<file path="src/rtl/dwm_pkg.sv">
// Shared types, codes and sizing helpers of the decaying wetness map.
package dwm_pkg;

   localparam int DEF_MAX_WIDTH  = 256;
   localparam int DEF_MAX_HEIGHT = 256;
   localparam int QUEUE_DEPTH    = 2;

   localparam logic [7:0] WET_FULL = 8'hFF;

   // Register index taken from paddr[2].
   localparam logic CSR_IDX_WIDTH  = 1'b0;
   localparam logic CSR_IDX_HEIGHT = 1'b1;

   typedef enum logic [1:0] {
      OP_TICK = 2'd0,
      OP_FILL = 2'd1,
      OP_READ = 2'd2,
      OP_NONE = 2'd3
   } op_type;

   typedef struct packed {
      op_type op;
      logic   in_map;
   } cmd_ctl_type;

   function automatic int addr_bits(int depth);
      return (depth > 1) ? $clog2(depth) : 1;
   endfunction

   localparam int DEF_ADDR_W = addr_bits(DEF_MAX_WIDTH * DEF_MAX_HEIGHT);

endpackage

</file>
<file path="src/rtl/dwm_queue.sv">
// Short command queue between the front end and the map engine.
module dwm_queue #(
   parameter int ADDR_W = dwm_pkg::DEF_ADDR_W
) (
   input  logic                 clock,
   input  logic                 reset,
   input  logic                 push,
   input  dwm_pkg::cmd_ctl_type push_ctl,
   input  logic [ADDR_W-1:0]    push_addr,
   input  logic [ADDR_W:0]      push_span,
   output logic                 full,
   input  logic                 pop,
   output logic                 q_valid,
   output dwm_pkg::cmd_ctl_type head_ctl,
   output logic [ADDR_W-1:0]    head_addr,
   output logic [ADDR_W:0]      head_span
);
   import dwm_pkg::*;

   localparam int PTR_W = (QUEUE_DEPTH > 1) ? $clog2(QUEUE_DEPTH) : 1;
   localparam int CNT_W = $clog2(QUEUE_DEPTH + 1);

   cmd_ctl_type       ctl_ff  [QUEUE_DEPTH];
   logic [ADDR_W-1:0] addr_ff [QUEUE_DEPTH];
   logic [ADDR_W:0]   span_ff [QUEUE_DEPTH];

   logic [PTR_W-1:0]  wr_ptr_ff, wr_ptr_in, rd_ptr_ff, rd_ptr_in;
   logic [CNT_W-1:0]  count_ff, count_in;

   assign full      = (count_ff == CNT_W'(QUEUE_DEPTH));
   assign q_valid   = (count_ff != '0);
   assign head_ctl  = ctl_ff[rd_ptr_ff];
   assign head_addr = addr_ff[rd_ptr_ff];
   assign head_span = span_ff[rd_ptr_ff];

   always_comb begin
      wr_ptr_in = wr_ptr_ff;
      rd_ptr_in = rd_ptr_ff;
      count_in  = count_ff;
      if (push) begin
         wr_ptr_in = (wr_ptr_ff == PTR_W'(QUEUE_DEPTH - 1)) ? '0 : wr_ptr_ff + 1'b1;
      end
      if (pop) begin
         rd_ptr_in = (rd_ptr_ff == PTR_W'(QUEUE_DEPTH - 1)) ? '0 : rd_ptr_ff + 1'b1;
      end
      if (push && !pop) begin
         count_in = count_ff + 1'b1;
      end else if (pop && !push) begin
         count_in = count_ff - 1'b1;
      end
   end

   always_ff @(posedge clock) begin
      if (reset) begin
         wr_ptr_ff <= '0;
         rd_ptr_ff <= '0;
         count_ff  <= '0;
      end else begin
         wr_ptr_ff <= wr_ptr_in;
         rd_ptr_ff <= rd_ptr_in;
         count_ff  <= count_in;
      end
   end

   always_ff @(posedge clock) begin
      if (push) begin
         ctl_ff[wr_ptr_ff]  <= push_ctl;
         addr_ff[wr_ptr_ff] <= push_addr;
         span_ff[wr_ptr_ff] <= push_span;
      end
   end

endmodule

</file>
<file path="config.mk">
export PLATFORM = sky130hd
export DESIGN_NAME = dwm_queue
export DESIGN_NICKNAME = d
export VERILOG_FILES = /design/src/rtl/dwm_pkg.sv /design/src/rtl/dwm_queue.sv
export SDC_FILE = /design/constraint.sdc
export NUM_CORES = 1
export LEC_CHECK = 0
export ABC_AREA = 1
export BUFFER_PORTS_ARGS = -buffer_cell sky130_fd_sc_hd__buf_2
export CELL_PAD_IN_SITES_DETAIL_PLACEMENT = 1
export CELL_PAD_IN_SITES_GLOBAL_PLACEMENT = 1
export CORE_MARGIN = 2
export CORE_UTILIZATION = 49
export CTS_BUF_LIST = sky130_fd_sc_hd__clkbuf_8
export DETAILED_ROUTE_END_ITERATION = 8
export GPL_ROUTABILITY_DRIVEN = 0
export HOLD_SLACK_MARGIN = 0.03
export PLACE_DENSITY = 0.95
export SYNTH_ARGS = -nofsm -noshare
export SYNTH_HDL_FRONTEND = slang
export SYNTH_SLANG_ARGS = --single-unit
export TNS_END_PERCENT = 5
</file>
<file path="constraint.sdc">
create_clock -name clock -period 3.6 [get_ports clock]
set_input_delay 0.36 -clock clock [delete_from_list [all_inputs] [get_ports clock]]
set_output_delay 0.36 -clock clock [all_outputs]
set_load 0.01 [all_outputs]
</file>
After elaboration in Yosys (flattened, before gate mapping)
Memory sizes are Yosys's and may differ from the RTL's. A register that Yosys moved wholly into a read port is not among the register bits.
Index checks and enable logic that the tools add are counted.
- register bits: 4
- memory bits (writable): 72
- bits of input ports: 40
- output and inout port bits: 38
- logic and storage cells: 29
- memories kept: 3
- $add $sub $neg: 4
- eq/ne operators: 1
- multiplexer cells: 12
- reductions and logical operators: 6
- memory list (memory ; depth ; width ; rd ports ; clocked after Yosys merged registers in ; wr ports ; line ; RTL):
    span_ff ; 2 ; 17 ; 1 ; 1 ; 1 ; dwm_queue.sv:25 ; logic [ADDR_W:0] span_ff [QUEUE_DEPTH];
    addr_ff ; 2 ; 16 ; 1 ; 1 ; 1 ; dwm_queue.sv:24 ; logic [ADDR_W-1:0] addr_ff [QUEUE_DEPTH];
    ctl_ff ; 2 ; 3 ; 1 ; 1 ; 1 ; dwm_queue.sv:23 ; cmd_ctl_type ctl_ff [QUEUE_DEPTH];
- operators by type and width (operator ; count):
    $mux W1 ; 10
    $mux W2 ; 2
    $reduce_bool A2 Y1 ; 2
    $add A1 B1 Y1 const B ; 2
    $add A2 B1 Y2 const B ; 1
    $eq A2 B2 Y1 const B ; 1
    $logic_and A1 B1 Y1 ; 2
    $logic_not A1 Y1 ; 2
    $sub A2 B1 Y2 const B ; 1

Depth between registers and ports, before layout
- word-level depth: 4
- mapped depth: 8
- gate-level depth less buffers: 8

Worst setup path after synthesis
Ideal clock, no wire load.
- path type: input port to flip-flop
- start point: in push
- end point: mem addr_ff[0][0] in the netlist's numbering (enable)
- library setup time: 0.430 ns
- arrival: 1.916 ns
- data required time: 3.170 ns
- slack: 1.254 ns
- stages on the path: 2
- path buffers: 0
- path through: inv_1 -> nor2_1
- longest elaborated chain between the ends: 2
- RTL lines (element ; line ; RTL):
    start: declaration ; dwm_queue.sv:7 ; input logic push,
    $mux W1 ; dwm_queue.sv:66 ; if (push) begin
    $mux W1 (not written as such) ; dwm_queue.sv:68 ; addr_ff[wr_ptr_ff] <= push_addr;
    end: declaration ; dwm_queue.sv:24 ;
No other way between the ends.

==> impl_metrics.tcl <==
set metrics [dict create \
    cts_root_buf "sky130_fd_sc_hd__clkbuf_8" \
    post-cts-setup-buffer-count 0 \
    post_cts.resized_instances 0 \
    chipHeight_microns 82.0 \
    worstPathArrival_ps 2020 \
    reg2reg_setup_slack_ps 1850 \
    grt_setup_unrepaired "no" \
    area.growth.synth_to_final_pct 20.5 \
    syn-mean-instance-area_sq_um 20.5 \
    final_cell_count_no_fill 310 \
    worst_pin_slew_ps 1170 \
    synth_edf_count 72 \
    synth_async_sr_flop_share 0 \
    ports 78 \
    syn_area_sq_um 2980 \
    summed_area_of_non_filler_cells_in_the_final_layout_sq_um 3590 \
    h-tree-depth 3 \
    postSynthCellCount 145 \
    drt-vias-per-instance 4.83 \
    dp.cells 294 \
    drc_violations_left 0 \
    buffers_on_ports 77 \
    worst_skew_pair.late_latency_ps 330 \
    irDropWorstVdd_mv 0.310 \
    post_synth_top_area_cell "sky130_fd_sc_hd__edfxtp_1" \
    final-max-slew-violation-count 0 \
    timing.reg2reg.worst_path_depth 3 \
    post_route_cells_drive_above_1_share 0.545 \
    hold_viol 0 \
    worst_slack_ps 1220 \
    static_leakage_nw 1.47 \
    topRoutingLayerUsed "met4" \
    ys_types 16 \
    dp_worst_setup_slack_ps 1540 \
    maximum_clock_insertion_buffer_count 2 \
    grt_first_pass_wirelength_microns 7880 \
    synth.ff_latch_count 77 \
    wl_met1_microns 2060 \
    start_util 0.506 \
    yosys.area.top_type_share 0.726 \
    drtIter0Drc 80 \
    initial_antenna_violation_count 0 \
    synth.yosys.warnings 0 \
    rr_startpoint "wr_ptr_ff" \
    n_fill_cell 567 \
    setup.worst_path.class "flip-flop to output pin" \
    worst_hold_startpoint "push_ctl[2]" \
    overflow 0 \
    fin_tns_setup_ps 0 \
    final.setup_skew_ps 8.09 \
    cts_tree "done" \
    gr-usage-all-layers 0.167 \
    critical_path.startpoint_type "flip-flop" \
    top_cells_by_area_in_the_synthesized_netlist "sky130_fd_sc_hd__edfxtp_1 (73%), sky130_fd_sc_hd__mux2_4 (15%), sky130_fd_sc_hd__dfxtp_1 (3.4%)" \
    slew_headroom 0.220 \
    routed_wirelength_microns 5170 \
    die_width_microns 82.0 \
    timing.hold.worst_path_depth 1 \
    fin_crit_sh 0.662 \
    fin_nets 271 \
    cellPowerDensity_nw_per_um2 525 \
    clkSlewWorstSetupHoldPaths_ps 80 \
    met2RoutedLength_microns 2730 \
    status "complete, no violations" \
    synthTopCellsByCount "sky130_fd_sc_hd__edfxtp_1 (72), sky130_fd_sc_hd__mux2_4 (30), sky130_fd_sc_hd__inv_1 (9)" \
    num_rows 28 \
    timing.hold.ws_ps 212 \
    timing.rr.end "addr_ff[1][4]" \
    via_count 1497 \
    die_area_sq_um 6720 \
    met3_wirelength_microns 283 \
    maxCapViolCount 0 \
    setup_viol 0 \
    routed_wire_length_per_instance_microns 16.7 \
    via_count_of_the_first_global_routing_pass 1598 \
    hold_class "input port to flip-flop" \
    synth_nets 186 \
    numCtsBuffers 9 \
    achievable-frequency_mhz 420 \
    worst_hold_path.endpoint "ctl_ff[1][2]" \
    endpoint_type_of_the_worst_setup_path "output pin" \
    hold_buffers 0 \
    synth-seq-area-share 0.760 \
    critical_path_peak_fanout 36 \
    layout_min_cycle_time_ps 2380 \
    synth-main-ff-cell "sky130_fd_sc_hd__edfxtp_1" \
    core_area_sq_um 5890 \
    synthMostInstantiatedCell "sky130_fd_sc_hd__edfxtp_1" \
    cp_data_required_time_ps 3240 \
    final_antenna_net_count 0 \
    clock_sink_count 77 \
    place.detailed.hpwl_microns 3730 \
    cell_area_reported_after_detailed_placement_sq_um 3400 \
    antenna_cells 0 \
    pre_repair_dr_iteration_count 4 \
    largest_net_degree_at_the_start_of_global_routing 37 \
]
==> worst max-delay path by stage <==
stage                     to      start  slack, ps
4_1_cts         head_span[3]  flip-flop       1160
2_1_floorplan  addr_ff[0][0]       push       1250
3_3_place_gp   head_addr[12]  flip-flop       1590
6_report        head_span[3]  flip-flop       1220
3_5_place_dp    head_span[3]  flip-flop       1540
5_1_grt         head_span[3]  flip-flop       1120
==> report_power, final <==
part	total, mW	switching, mW	leakage, nW	internal, mW
sequential	1.07	0.0355	0.718	1.03
clock	0.604	0.276	0.107	0.328
combinational	0.212	0.0941	0.648	0.118
total	1.89	0.406	1.47	1.48
==> final cells by class <==
class	count	area, sq um	area share
Tap cell	75	93.8	0.0261
Multi-Input combinational cell	55	618	0.172
Inverter	9	33.8	0.00941
Timing Repair Buffer	78	393	0.109
Clock buffer	10	138	0.0383
Sequential cell	77	2260	0.631
Clock inverter	6	50.0	0.0139
==> routing by layer <==
layer	vias up	track usage
met3	9	0.0516
met5	-	0
met2	53	0.292
li1	716	-
met1	719	0.187
met4	0	0.0767
==> critical path, stage by stage (launching register included) <==
cell                      delay (ps)
sky130_fd_sc_hd__dfxtp_2        1110
sky130_fd_sc_hd__mux2_2          440
sky130_fd_sc_hd__buf_2           150
==> sequential cells by signal (all words and copies together) (netlist names), named ones only <==
signal and count:
wr_ptr_ff 1, addr_ff 32, span_ff 34, ctl_ff 6, rd_ptr_ff 1, count_ff 2
==> stage by stage <==
stage | util | power, mW
after floorplan | - | 1.22
after global placement | 0.578 | 1.29
after detailed placement | 0.578 | 1.31
after CTS | 0.610 | 1.91
after global routing | 0.610 | 1.96
final | 0.610 | 1.89
==> kinds of logic (layout without fill, tap and decap cells) <==
kind of cell / count (synthesis) / in the layout / synth area share
flops: 77 / 77 / 0.760
mux: 36 / 36 / 0.174
simple gates: 15 / 15 / 0.0206
buf+inv: 13 / 103 / 0.0353
compound gates: 2 / 2 / 0.00336
fa+ha+maj: 1 / 1 / 0.00420
xor+xnor: 1 / 1 / 0.00294
==> cells in the final DEF (no fill, tap or decap) <==
master                      count
sky130_fd_sc_hd__dfxtp_2        1
sky130_fd_sc_hd__clkinv_2       1
sky130_fd_sc_hd__bufinv_16      1
sky130_fd_sc_hd__nor2_4         1
sky130_fd_sc_hd__nand3_1        1
sky130_fd_sc_hd__nor2_1         5
sky130_fd_sc_hd__xnor2_1        1
sky130_fd_sc_hd__buf_2         77
sky130_fd_sc_hd__dfxtp_1        4
sky130_fd_sc_hd__nand2_1        6
sky130_fd_sc_hd__edfxtp_1      72
sky130_fd_sc_hd__a21oi_1        1
sky130_fd_sc_hd__nor3_1         1
sky130_fd_sc_hd__buf_4          1
sky130_fd_sc_hd__inv_1         12
sky130_fd_sc_hd__clkbuf_8      10
sky130_fd_sc_hd__o21ai_0        1
sky130_fd_sc_hd__mux2_2         6
sky130_fd_sc_hd__mux2_4        30
sky130_fd_sc_hd__ha_1           1
sky130_fd_sc_hd__clkinv_1       1
sky130_fd_sc_hd__nand4_1        1
No activity file was read; power rests on OpenSTA's default activity.
