--- config.mk ---
export PLATFORM = sky130hd
export DESIGN_NAME = dwm_front
export DESIGN_NICKNAME = d
export VERILOG_FILES = /design/src/rtl/dwm_pkg.sv /design/src/rtl/dwm_front.sv
export SDC_FILE = /design/constraint.sdc
export NUM_CORES = 1
export LEC_CHECK = 0
export ABC_AREA = 1
export BUFFER_PORTS_ARGS = -buffer_cell sky130_fd_sc_hd__buf_2
export CAP_MARGIN = 25
export CELL_PAD_IN_SITES_DETAIL_PLACEMENT = 2
export CELL_PAD_IN_SITES_GLOBAL_PLACEMENT = 2
export CORE_MARGIN = 5
export CORE_UTILIZATION = 30
export DETAILED_ROUTE_END_ITERATION = 6
export HOLD_SLACK_MARGIN = 0.1
export MAX_ROUTING_LAYER = met4
export PLACE_DENSITY_LB_ADDON = 0.1
export SYNTH_ARGS = -nofsm -noshare
export SYNTH_HDL_FRONTEND = slang
export SYNTH_SLANG_ARGS = --single-unit
--- constraint.sdc ---
create_clock -name clock -period 7.9 [get_ports clock]
set_input_delay 1.58 -clock clock [delete_from_list [all_inputs] [get_ports clock]]
set_output_delay 1.58 -clock clock [all_outputs]
set_load 0.02 [all_outputs]
--- src/rtl/dwm_pkg.sv ---
// Shared types, codes and sizing helpers of the decaying wetness map.
package dwm_pkg;

   localparam int DEF_MAX_WIDTH  = 256;
   localparam int DEF_MAX_HEIGHT = 256;
   localparam int QUEUE_DEPTH    = 2;

   localparam logic [7:0] WET_FULL = 8'hFF;

   // Register index taken from paddr[2].
   localparam logic CSR_IDX_WIDTH  = 1'b0;
   localparam logic CSR_IDX_HEIGHT = 1'b1;

   typedef enum logic [1:0] {
      OP_TICK = 2'd0,
      OP_FILL = 2'd1,
      OP_READ = 2'd2,
      OP_NONE = 2'd3
   } op_type;

   typedef struct packed {
      op_type op;
      logic   in_map;
   } cmd_ctl_type;

   function automatic int addr_bits(int depth);
      return (depth > 1) ? $clog2(depth) : 1;
   endfunction

   localparam int DEF_ADDR_W = addr_bits(DEF_MAX_WIDTH * DEF_MAX_HEIGHT);

endpackage

--- src/rtl/dwm_front.sv ---
// Front end: takes request items, resolves the point and linear address.
module dwm_front #(
   parameter int MAX_WIDTH  = dwm_pkg::DEF_MAX_WIDTH,
   parameter int MAX_HEIGHT = dwm_pkg::DEF_MAX_HEIGHT,
   parameter int ADDR_W     = dwm_pkg::DEF_ADDR_W
) (
   input  logic                clock,
   input  logic                reset,
   input  logic                start,
   output logic                busy,
   input  logic [1:0]          req_type,
   input  logic signed [15:0]  req_pos_x,
   input  logic signed [15:0]  req_pos_y,
   input  logic signed [15:0]  req_shift_x,
   input  logic signed [15:0]  req_shift_y,
   input  logic [8:0]          map_width,
   input  logic [8:0]          map_height,
   input  logic                clearing,
   input  logic                q_full,
   output logic                push,
   output dwm_pkg::cmd_ctl_type push_ctl,
   output logic [ADDR_W-1:0]   push_addr,
   output logic [ADDR_W:0]     push_span
);
   import dwm_pkg::*;

   localparam logic [8:0] LIM_W = (MAX_WIDTH > 511) ? 9'd511 : 9'(MAX_WIDTH);
   localparam logic [8:0] LIM_H = (MAX_HEIGHT > 511) ? 9'd511 : 9'(MAX_HEIGHT);

   logic               valid_ff, valid_in;
   op_type             op_ff;
   logic signed [15:0] px_ff, py_ff, sx_ff, sy_ff;
   logic               accept;

   logic [8:0]         eff_w, eff_h;
   logic signed [16:0] pt_x, pt_y;
   logic               in_x, in_y;
   logic [17:0]        row_base;
   logic [18:0]        lin;
   logic [17:0]        area;

   assign push   = valid_ff && !q_full;
   assign busy   = clearing || (valid_ff && !push);
   assign accept = start && !busy;

   always_comb begin
      valid_in = valid_ff;
      if (accept) begin
         valid_in = 1'b1;
      end else if (push) begin
         valid_in = 1'b0;
      end
   end

   always_ff @(posedge clock) begin
      if (reset) begin
         valid_ff <= 1'b0;
      end else begin
         valid_ff <= valid_in;
      end
   end

   always_ff @(posedge clock) begin
      if (accept) begin
         op_ff <= op_type'(req_type);
         px_ff <= req_pos_x;
         py_ff <= req_pos_y;
         sx_ff <= req_shift_x;
         sy_ff <= req_shift_y;
      end
   end

   always_comb begin
      eff_w = (map_width  > LIM_W) ? LIM_W : map_width;
      eff_h = (map_height > LIM_H) ? LIM_H : map_height;

      // Fill points carry the offset; the sum never wraps at 17 bits.
      if (op_ff == OP_FILL) begin
         pt_x = 17'(px_ff) + 17'(sx_ff);
         pt_y = 17'(py_ff) + 17'(sy_ff);
      end else begin
         pt_x = 17'(px_ff);
         pt_y = 17'(py_ff);
      end

      in_x = !pt_x[16] && (pt_x[15:0] < {7'b0, eff_w});
      in_y = !pt_y[16] && (pt_y[15:0] < {7'b0, eff_h});

      row_base = {9'b0, pt_y[8:0]} * {9'b0, eff_w};
      lin      = {10'b0, pt_x[8:0]} + {1'b0, row_base};
      area     = {9'b0, eff_w} * {9'b0, eff_h};

      push_ctl.op     = op_ff;
      push_ctl.in_map = in_x && in_y && ((op_ff == OP_FILL) || (op_ff == OP_READ));
      push_addr       = ADDR_W'(lin);
      push_span       = (ADDR_W + 1)'(area);
   end

endmodule

; Word level (Yosys, flattened, before mapping)
; Cells that the tools add are included.
[totals]
output_inout_bits = 38
elab_cells = 38
register_bits = 67
in_bits = 89
[classes]
eq_ne = 2
mux = 6
reduce_logical = 15
n_mul = 2
addsub = 3
magnitude_cmp = 4
[ops]
columns = cell, n
row1 = $add A16 B16 Y17, 2
row2 = $mux W17, 2
row3 = $lt A16 B9 Y1, 2
row4 = $gt A9 B9 Y1 const B, 2
row5 = $mux W9, 2
row6 = $mul A9 B9 Y17, 1
row7 = $add A9 B16 Y16, 1
row8 = $mul A9 B9 Y16, 1
row9 = $logic_and A1 B1 Y1, 7
row10 = $logic_not A1 Y1, 5
row11 = $eq A2 B1 Y1 const B, 1
row12 = $eq A2 B2 Y1 const B, 1
row13 = $logic_or A1 B1 Y1, 2
row14 = $mux W1, 2
row15 = $reduce_bool A2 Y1, 1

; Logic depth before layout (Yosys ltp)
; Gate-level depths: netlist of the first run.
[depth]
ltp_word = 8
mapped_depth = 31
ltp_nobuf = 31

; Worst setup path after synthesis of the first run
; OpenSTA, ideal clock, no wires.
[synth_path]
kind = input port to output port
startpoint = in map_width[8]
endpoint = out push_addr[12]
cell_stages = 24
path_slack_ns = -0.137
path_buffers = 2
arrival_ns = 6.457
path_cell_list = buf_6 > inv_1 > nand2_1 > inv_1 > clkbuf_1 > nand2_1 > fa_1 > inv_1 > fa_1 > inv_1 > fa_1 > inv_1 > fa_1 > inv_1 > fa_1 > inv_1 > ha_1 > a21oi_1 > o21ai_0 > a21oi_1 > nand2_1 > nand3_1 > nand2_1 > xor2_1
[synth_between]
elab_chain_len = 4
[synth_lines]
columns = item, line
row1 = "start, declared", dwm_front.sv:16  ; input logic [8:0] map_width,
row2 = $gt A9 B9 Y1, dwm_front.sv:74  ; eff_w = (map_width > LIM_W) ? LIM_W : map_width;
row3 = $mux W9 *, dwm_front.sv:74
row4 = $mul A9 B9 Y16 *, dwm_front.sv:89  ; row_base = {9'b0, pt_y[8:0]} * {9'b0, eff_w};
row5 = $add A9 B16 Y16 *, dwm_front.sv:90  ; lin = {10'b0, pt_x[8:0]} + {1'b0, row_base};
row6 = "end, declared", dwm_front.sv:22  ; output logic [ADDR_W-1:0] push_addr,
; Mark *: on every way between the ends. The rest lies on a longest branch, timed or not.

; Worst setup path after layout of the first run
[layout_path]
startpoint = in map_width[1]
endpoint = out push_addr[10]
; The elaborated chain is that of the path after synthesis.

==> results.yml, run 1 <==
finish:
  drive_gt1_share_pct: 29.2
  utilization_pct: 40.2
  n_antenna_cell: 0
  area_growth_syn_to_layout_pct: 32.7
  num-fill-cells: 3758
  layout_commonest_cell: "nand2_1"
  fin_nets: 1800
  mostFrequentLayoutCells: "292 x nand2_1, 201 x inv_1, 140 x buf_4"
synth:
  synth_area_leaders: "fa_1 21%, edfxtp_1 20%, ha_1 16%"
  syn_inst: 1216
  ys_warn_count: 0
  synth_edf_count: 66
  ys_ff_latch: 67
  yosysSeqAreaShare_pct: 20.3
  synth_top_area_share_pct: 21.3
  synth_area_leader_cell: "fa_1"
  synth_async_sr_flop_share_pct: 0
  synth_top_flop_cell: "edfxtp_1"
  avgSynthCellArea_um2: 8.12
  synth_cell_types: 50
  syn_nets: 1539
  syn-cell-area_um2: 9870
global_route:
  overflow: 0
  grt_pass1_wl_um: 53700
  grt_usage_pct: 19.2
  grt_max_degree: 52
  grt_pass1_vias: 10200
  antenna_found_initial: 0
critical_path:
  crit_type: "in -> out"
  critPathMaxStageDelay_ps: 570
  end_kind: "output pin"
  cp_data_required_time_ps: 6320
  crit_arrival_ps: 6570
  reg2reg_slack_ps: 5740
  cp_slowest_cell: "fa_1"
  worstSetupStartpointType: "input pin"
  critPathMaxFanout: 4
die:
  dieArea_um2: 36600
  die_w_um: 191
  placementRows: 66
  io_pins: 127
  core-area_um2: 32500
  initial_utilization_pct: 30.3
  die_h_um: 191
clock_network:
  numCtsBuffers: 9
  htreeDepth: 3
  cts_sinks: 67
  root_buffer: "clkbuf_16"
  cts_buffer_depth: 2
  clk_pin_slew_ps: 50
  worstSkewPairLatency_ps: 340
  cts_tree: "built"
  cts_hold_buf: 0
pwr:
  leakagePower_uw: 0.00663
  power_uw: 2810
  peakVddDrop_mv: 0.266
  power_density_nw_per_um2: 214
sta:
  fin_crit_sh_pct: 103
  worst-slew-pin-transition_ps: 937
  finalSetupViolCount: 10
  hold_slack_ps: 589
  hold_viol_final: 0
  fin_crit_ps: 8150
  slew_headroom_pct: 36.9
  rsz0062_at_grt: "yes"
  finalMaxSlewViolations: 0
  fin_ws_ps: -250
  fmax_mhz: 123
  fin_skew_ps: 8.28
job:
  cap_violations: 0
worst_hold_path:
  hold_path.class: "reg -> reg"
route:
  drtIter0Drc: 311
  vias_per_cell: 4.64
  antenna_left: 0
  first_pass_iters: 5
  wirelength_um: 34500
  wl_per_cell_um: 17.9
  via_count: 8926
  drc_errors: 0
place:
  hpwl_um: 28700
  gp_congestion: 0.822
  port_buffers: 126
status:
  violations: "negative setup slack"
  status: "finished, violations left"
[final cells by class]
cell class	count	area, µm²	area share [%]
flip-flops and latches	67	2000	15.3
multi-input cells	910	7590	57.9
clock buffers	10	229	1.75
inverters	226	877	6.70
repair buffers	263	1780	13.6
well taps	442	553	4.22
clock inverters	6	66.3	0.506
[worst max-delay path, delay by kind of cell]
family,cells,cell delay (ps)
compound gates,4,500
simple gates,4,460
fa+ha+maj,6,2920
xor+xnor,1,140
buf+inv,11,960
[final timing paths]
path / start / endpoint / depth (start not counted)
max: map_width[1] / push_addr[10] / 26
min: valid_ff / valid_ff / 4
max reg2reg: valid_ff / sy_ff[10] / 5
min reg2reg: valid_ff / valid_ff / 4
[sequential cells by signal (all words and copies together) (netlist names)]
signal,count
px_ff,16
op_ff,2
sx_ff,16
sy_ff,16
valid_ff,1
py_ff,16
[layer usage]
layer  track usage, %  vias to the layer above  routed length [µm]
met2             35.9                       87               18800
met3             1.11                       17                 522
met4             4.09                        0                 476
met1             22.9                     4477               14600
li1                 -                     4345                   -
met5                -                        -                   0
[power breakdown]
group / switching (µW) / internal, µW / total [µW]
combinational: 1070 / 910 / 1980
sequential: 8.27 / 410 / 418
clock: 166 / 245 / 411
total: 1240 / 1560 / 2810
[logic make-up after synthesis]
group | share of synthesized area, %
adders and majority gates | 37.7
buffers and inverters | 9.57
and+or+nand+nor | 22.8
xor gates and xnor gates | 3.82
AOI/OAI and AO/OA | 5.88
DFF | 20.3
[per-stage QoR]
stage | TNS [ps] | cell area, µm² | worst slack, ps | cells
6_report | -1790 | 13100 | -250 | 1924
5_1_grt | -4760 | 13100 | -479 | 1924
4_1_cts | -543 | 12700 | -160 | 1913
3_5_place_dp | -5160 | 11900 | -555 | 1888
3_3_place_gp | -3490 | 11900 | -420 | 1888
2_1_floorplan | 0 | 9930 | 13.3 | 1216
[synth_stat cells (3+ instances only)]
master and count:
edfxtp_1 66, xnor2_1 24, nor3_1 6, nand3_1 37, nand2_1 309, o21ai_0 15
inv_1 217, a21oi_2 4, nand3_2 6, and2_1 4, nand3b_1 6, o21ai_1 10
nand4_1 7, or2_2 3, nor4_1 4, xor2_1 19, a31oi_1 7, nor2_2 3
nand2_2 11, a21oi_1 49, fa_1 105, buf_6 3, nor2_1 129, buf_2 5
clkinv_1 3, ha_1 129, o21bai_1 5
[what timing repair did]
| item | in CTS | in global routing |
|---|---|---|
| resized for setup | 104 | 70 |
| pin swaps | 56 | 43 |
| buffers inserted | 11 | 12 |
| setup endpoints to repair | 17 | 19 |
No activity file was read; power rests on OpenSTA's default activity.
==> run 2, diff against run 1 <==
- CORE_UTILIZATION: 30 -> 32
==> results.yml, run 2 (synthesis gave the netlist of run 1 again) <==
critical_path:
  timing.rr.start: "valid_ff"
  crit_arrival_ps: 6590
  crit_end: "push_addr[15]"
  worstSetupStartpointType: "input pin"
  critPathTopFamily: "adder cells"
  crit_type: "in -> out"
  worstSetupStartpoint: "map_width[3]"
  crit_buf_inv: 8
  cp_data_required_time_ps: 6320
  cp_num_cells: 25
  cp_slowest_cell: "fa_1"
  cp_common_cell: "fa_1"
  critPathMaxStageDelay_ps: 540
  end_kind: "output pin"
  reg2reg_slack_ps: 6000
  critPathMaxFanout: 5
  r2r.worst_path.cells: 5
  r2r_end: "sy_ff[10]"
pwr:
  seq_power_share_pct: 15.6
  power.internal_uw: 1470
  p_clk_share_pct: 13.9
  leakagePower_uw: 0.00654
  power.switching_uw: 1210
  peakVddDrop_mv: 0.205
  power_density_nw_per_um2: 209
  switching_share_pct: 45.2
  combPwrFrac_pct: 70.6
sta:
  finalSetupViolCount: 8
  fin_crit_sh_pct: 103
  worst-slew-pin-transition_ps: 891
  hold_viol_final: 0
  fin_ws_ps: -266
  fmax_mhz: 122
  tns_ps: -1140
  fin_crit_ps: 8170
  rsz0062_at_grt: "yes"
  finalMaxSlewViolations: 0
  fin_skew_ps: 11.6
  slew_headroom_pct: 40.0
die:
  core-area_um2: 30500
  dieArea_um2: 34500
  placementRows: 64
  initial_utilization_pct: 32.3
  die_w_um: 186
  die_h_um: 186
  io_pins: 127
route:
  wl_met1_um: 14100
  via_count: 8935
  antenna_left: 0
  routed.top_layer: "met4"
  wirelength_um: 34200
  drtIter0Drc: 252
  first_pass_iters: 4
  wl_per_cell_um: 18.3
  wl_met2_um: 18700
  drc_errors: 0
  wl_met3_um: 758
  vias_per_cell: 4.78
place:
  pre_cts_ws_ps: -521
  gp_congestion: 0.855
  port_buffers: 126
  dp.cells: 1842
  hpwl_um: 28200
clock_network:
  clk_pin_slew_ps: 50
  htreeDepth: 3
  cts_sinks: 67
  cts_buffer_depth: 2
  root_buffer: "clkbuf_16"
  cts_hold_buf: 0
  cts_tree: "built"
  numCtsBuffers: 9
  worstSkewPairLatency_ps: 340
job:
  cap_violations: 0
finish:
  drive_gt1_share_pct: 28.4
  fin_cells: 1871
  layout_commonest_cell: "nand2_1"
  n_antenna_cell: 0
  mostFrequentLayoutCells: "290 x nand2_1, 200 x inv_1, 130 x buf_4"
  fin_nets: 1793
  area_growth_syn_to_layout_pct: 29.9
  utilization_pct: 42.0
global_route:
  grt_pass1_vias: 10400
  antenna_found_initial: 0
  grt_usage_pct: 20.0
  overflow: 0
  grt_max_degree: 68
  grt_pass1_wl_um: 53100
status:
  violations: "negative setup slack"
  status: "finished, violations left"
worst_hold_path:
  hold_path.class: "reg -> reg"
[run 2: cell types whose count changed in the layout (fill, tap and decap cells not counted), moves of 3 or more]
cell / before / now
buf_4: 140 / 130
buf_2: 106 / 112
xnor2_1: 21 / 24
o21ai_2: 10 / 7
inv_2: 14 / 17
a21oi_4: 7 / 3
nand2_2: 20 / 24
a21oi_2: 16 / 19
[run 2: worst min path at each step]
stage               startpoint       end  slack [ps]  cells after the start
floorplan             valid_ff  valid_ff         520                      4
global placement      valid_ff  valid_ff         560                      4
detailed placement    valid_ff  valid_ff         590                      4
CTS                   valid_ff  valid_ff         610                      4
global route          valid_ff  valid_ff         660                      4
finish                valid_ff  valid_ff         590                      4
[run 2: repair_timing]
action / CTS / global route
pin swaps: 39 / 49
endpoints found under the setup margin: 16 / 17
resized for setup: 74 / 78
setup buffers: 7 / 9
[run 2: layout make-up]
type,count,area (µm²)
tap,396,495
clock inverter,7,45.0
fill,3470,17700
inverter,226,876
multi-input combinational,910,7470
sequential,67,2000
clock buffer,9,225
timing repair buffer,256,1700
[run 2: per-stage QoR]
step	power (µW)	instance area [µm²]	hold slack [ps]
after floorplan	1330	9930	524
after global placement	1890	11900	557
after detailed placement	1940	11900	593
after CTS	2500	12500	606
after global routing	2890	12800	655
final	2680	12800	591
[run 2: worst register-to-register path, delay by kind of cell, from the launching register on]
family	cells	cell delay, ps
buffers and inverters	2	740
and+or+nand+nor	3	440
DFF	1	310
[run 2: power groups by stage]
stage / Clock (µW) / Combinational (µW) / Sequential [µW]
6_report: 371 / 1890 / 418
3_5_place_dp: 0 / 1520 / 426
4_1_cts: 385 / 1700 / 418
5_1_grt: 403 / 2070 / 420
2_1_floorplan: 0 / 909 / 424
3_3_place_gp: 0 / 1460 / 425
[run 2: routing by layer]
layer	GRT usage, %	vias up
met5	-	-
met4	3.79	0
met3	1.54	31
met2	37.5	122
met1	23.6	4453
li1	-	4329
==> run 3, diff against run 2 <==
- SETUP_SLACK_MARGIN: unset -> 0.5
==> results.yml, run 3 (synthesis gave the netlist of run 1 again) <==
route:
  wirelength_um: 32700
  drtIter0Drc: 179
  first_pass_iters: 4
  vias_per_cell: 4.79
  wl_per_cell_um: 17.6
  drc_errors: 0
  antenna_left: 0
  via_count: 8865
status:
  violations: "negative setup slack"
  status: "finished, violations left"
clock_network:
  cts_tree: "built"
  cts_buffer_depth: 2
  htreeDepth: 3
  worstSkewPairLatency_ps: 350
  cts_hold_buf: 0
  root_buffer: "clkbuf_16"
  numCtsBuffers: 9
  clk_pin_slew_ps: 50
  cts_sinks: 67
sta:
  fmax_mhz: 124
  fin_crit_ps: 8060
  tns_ps: -502
  rsz0062_at_grt: "yes"
  hold_viol_final: 0
  fin_crit_sh_pct: 102
  worst-slew-pin-transition_ps: 872
  fin_ws_ps: -164
  fin_skew_ps: 7.02
  slew_headroom_pct: 41.8
  finalMaxSlewViolations: 0
  finalSetupViolCount: 7
finish:
  final_cell_area_um2: 12800
  num-fill-cells: 3466
  area_growth_syn_to_layout_pct: 29.6
  mostFrequentLayoutCells: "290 x nand2_1, 203 x inv_1, 120 x buf_4"
  drive_gt1_share_pct: 27.3
  fin_nets: 1773
  utilization_pct: 41.9
  n_antenna_cell: 0
  layout_commonest_cell: "nand2_1"
place:
  hpwl_um: 27700
  port_buffers: 126
  gp_congestion: 0.830
  dpl_cell_area_um2: 11900
global_route:
  antenna_found_initial: 0
  overflow: 0
  use_met3_pct: 1.56
  use_met1_pct: 23.5
  grt_max_degree: 68
  grt_usage_pct: 19.9
  grt-busiest-layer: "met2"
  grt_pass1_vias: 10300
  grt_pass1_wl_um: 52700
  met2_usage_pct: 37.4
worst_hold_path:
  hold_path.startpoint: "valid_ff"
  hold_path.class: "reg -> reg"
pwr:
  leakagePower_uw: 0.00651
  power.internal_uw: 1540
  seq_power_share_pct: 15.3
  power_density_nw_per_um2: 213
  switching_share_pct: 43.6
  p_clk_share_pct: 16.0
  combPwrFrac_pct: 68.7
  peakVddDrop_mv: 0.227
  power.switching_uw: 1190
die:
  io_pins: 127
  core-area_um2: 30500
  die_w_um: 186
  placementRows: 64
  dieArea_um2: 34500
  initial_utilization_pct: 32.3
  die_h_um: 186
critical_path:
  crit_arrival_ps: 6480
  worstSetupStartpoint: "map_width[4]"
  end_kind: "output pin"
  timing.rr.start: "valid_ff"
  cp_data_required_time_ps: 6320
  critPathMaxFanout: 4
  worstSetupStartpointType: "input pin"
  crit_type: "in -> out"
job:
  cap_violations: 0
-- run 3: cell count changes in the layout (fill, tap and decap cells not counted), sizes merged --
cell	change
bufinv	+2
buf	-20
clkinv	-2
-- run 3: metal layers --
| layer | up-vias | wire length, µm |
|---|---|---|
| met1 | 4449 | 13700 |
| met2 | 108 | 17800 |
| li1 | 4285 | - |
| met5 | - | 0 |
| met3 | 23 | 755 |
| met4 | 0 | 405 |
-- run 3: power by group through the flow --
stage | sequential, µW | clock, µW | combinational [µW]
2_1_floorplan | 424 | 0 | 966
3_3_place_gp | 425 | 0 | 1500
3_5_place_dp | 426 | 0 | 1540
4_1_cts | 418 | 448 | 1760
5_1_grt | 419 | 464 | 2050
6_report | 418 | 435 | 1870
-- run 3: cell type report --
type | count | area (µm²) | share of cell area (%)
multi-input cells | 910 | 7530 | 58.8
well taps | 396 | 495 | 3.87
clock buffers | 9 | 225 | 1.76
flip-flops and latches | 67 | 2000 | 15.6
clock inverters | 7 | 92.6 | 0.724
repair buffers | 236 | 1580 | 12.3
inverters | 226 | 877 | 6.86
-- run 3: stage by stage --
stage	hold slack, ps	power (µW)	cells	worst slack (ps)
floorplan	524	1390	1216	337
global placement	554	1920	1821	-122
detailed placement	575	1960	1821	-207
CTS	595	2630	1845	-82.8
global route	645	2940	1851	-336
finish	591	2730	1851	-164
-- run 3: worst paths after layout --
path	to	cells after the start	slack (ps)
worst max-delay path	push_addr[12]	26	-160
worst min-delay path	valid_ff	4	590
worst max register to register	sy_ff[10]	5	6020
worst min register to register	valid_ff	4	590
-- run 3: worst max-delay path, stage by stage --
cell and delay [ps]:
buf_8 100, nor4_4 330, a31oi_1 150, inv_2 170, nand2_4 90, inv_6 80
nand2_2 60, fa_1 490, inv_1 50, fa_1 470, inv_1 50, fa_1 470
inv_1 50, fa_1 470, inv_1 50, fa_1 490, inv_2 50, ha_4 320
nand2_4 80, nor2_4 140, nand3_1 90, nand2_1 100, nand3_1 110, nand2_2 110
xor2_2 160, buf_6 140
-- run 3: repair_timing --
| item | in CTS | in global routing |
|---|---|---|
| resized for setup | 81 | 36 |
| setup buffers | 8 | 6 |
| pin swaps | 24 | 22 |
| setup endpoints to repair | 21 | 22 |
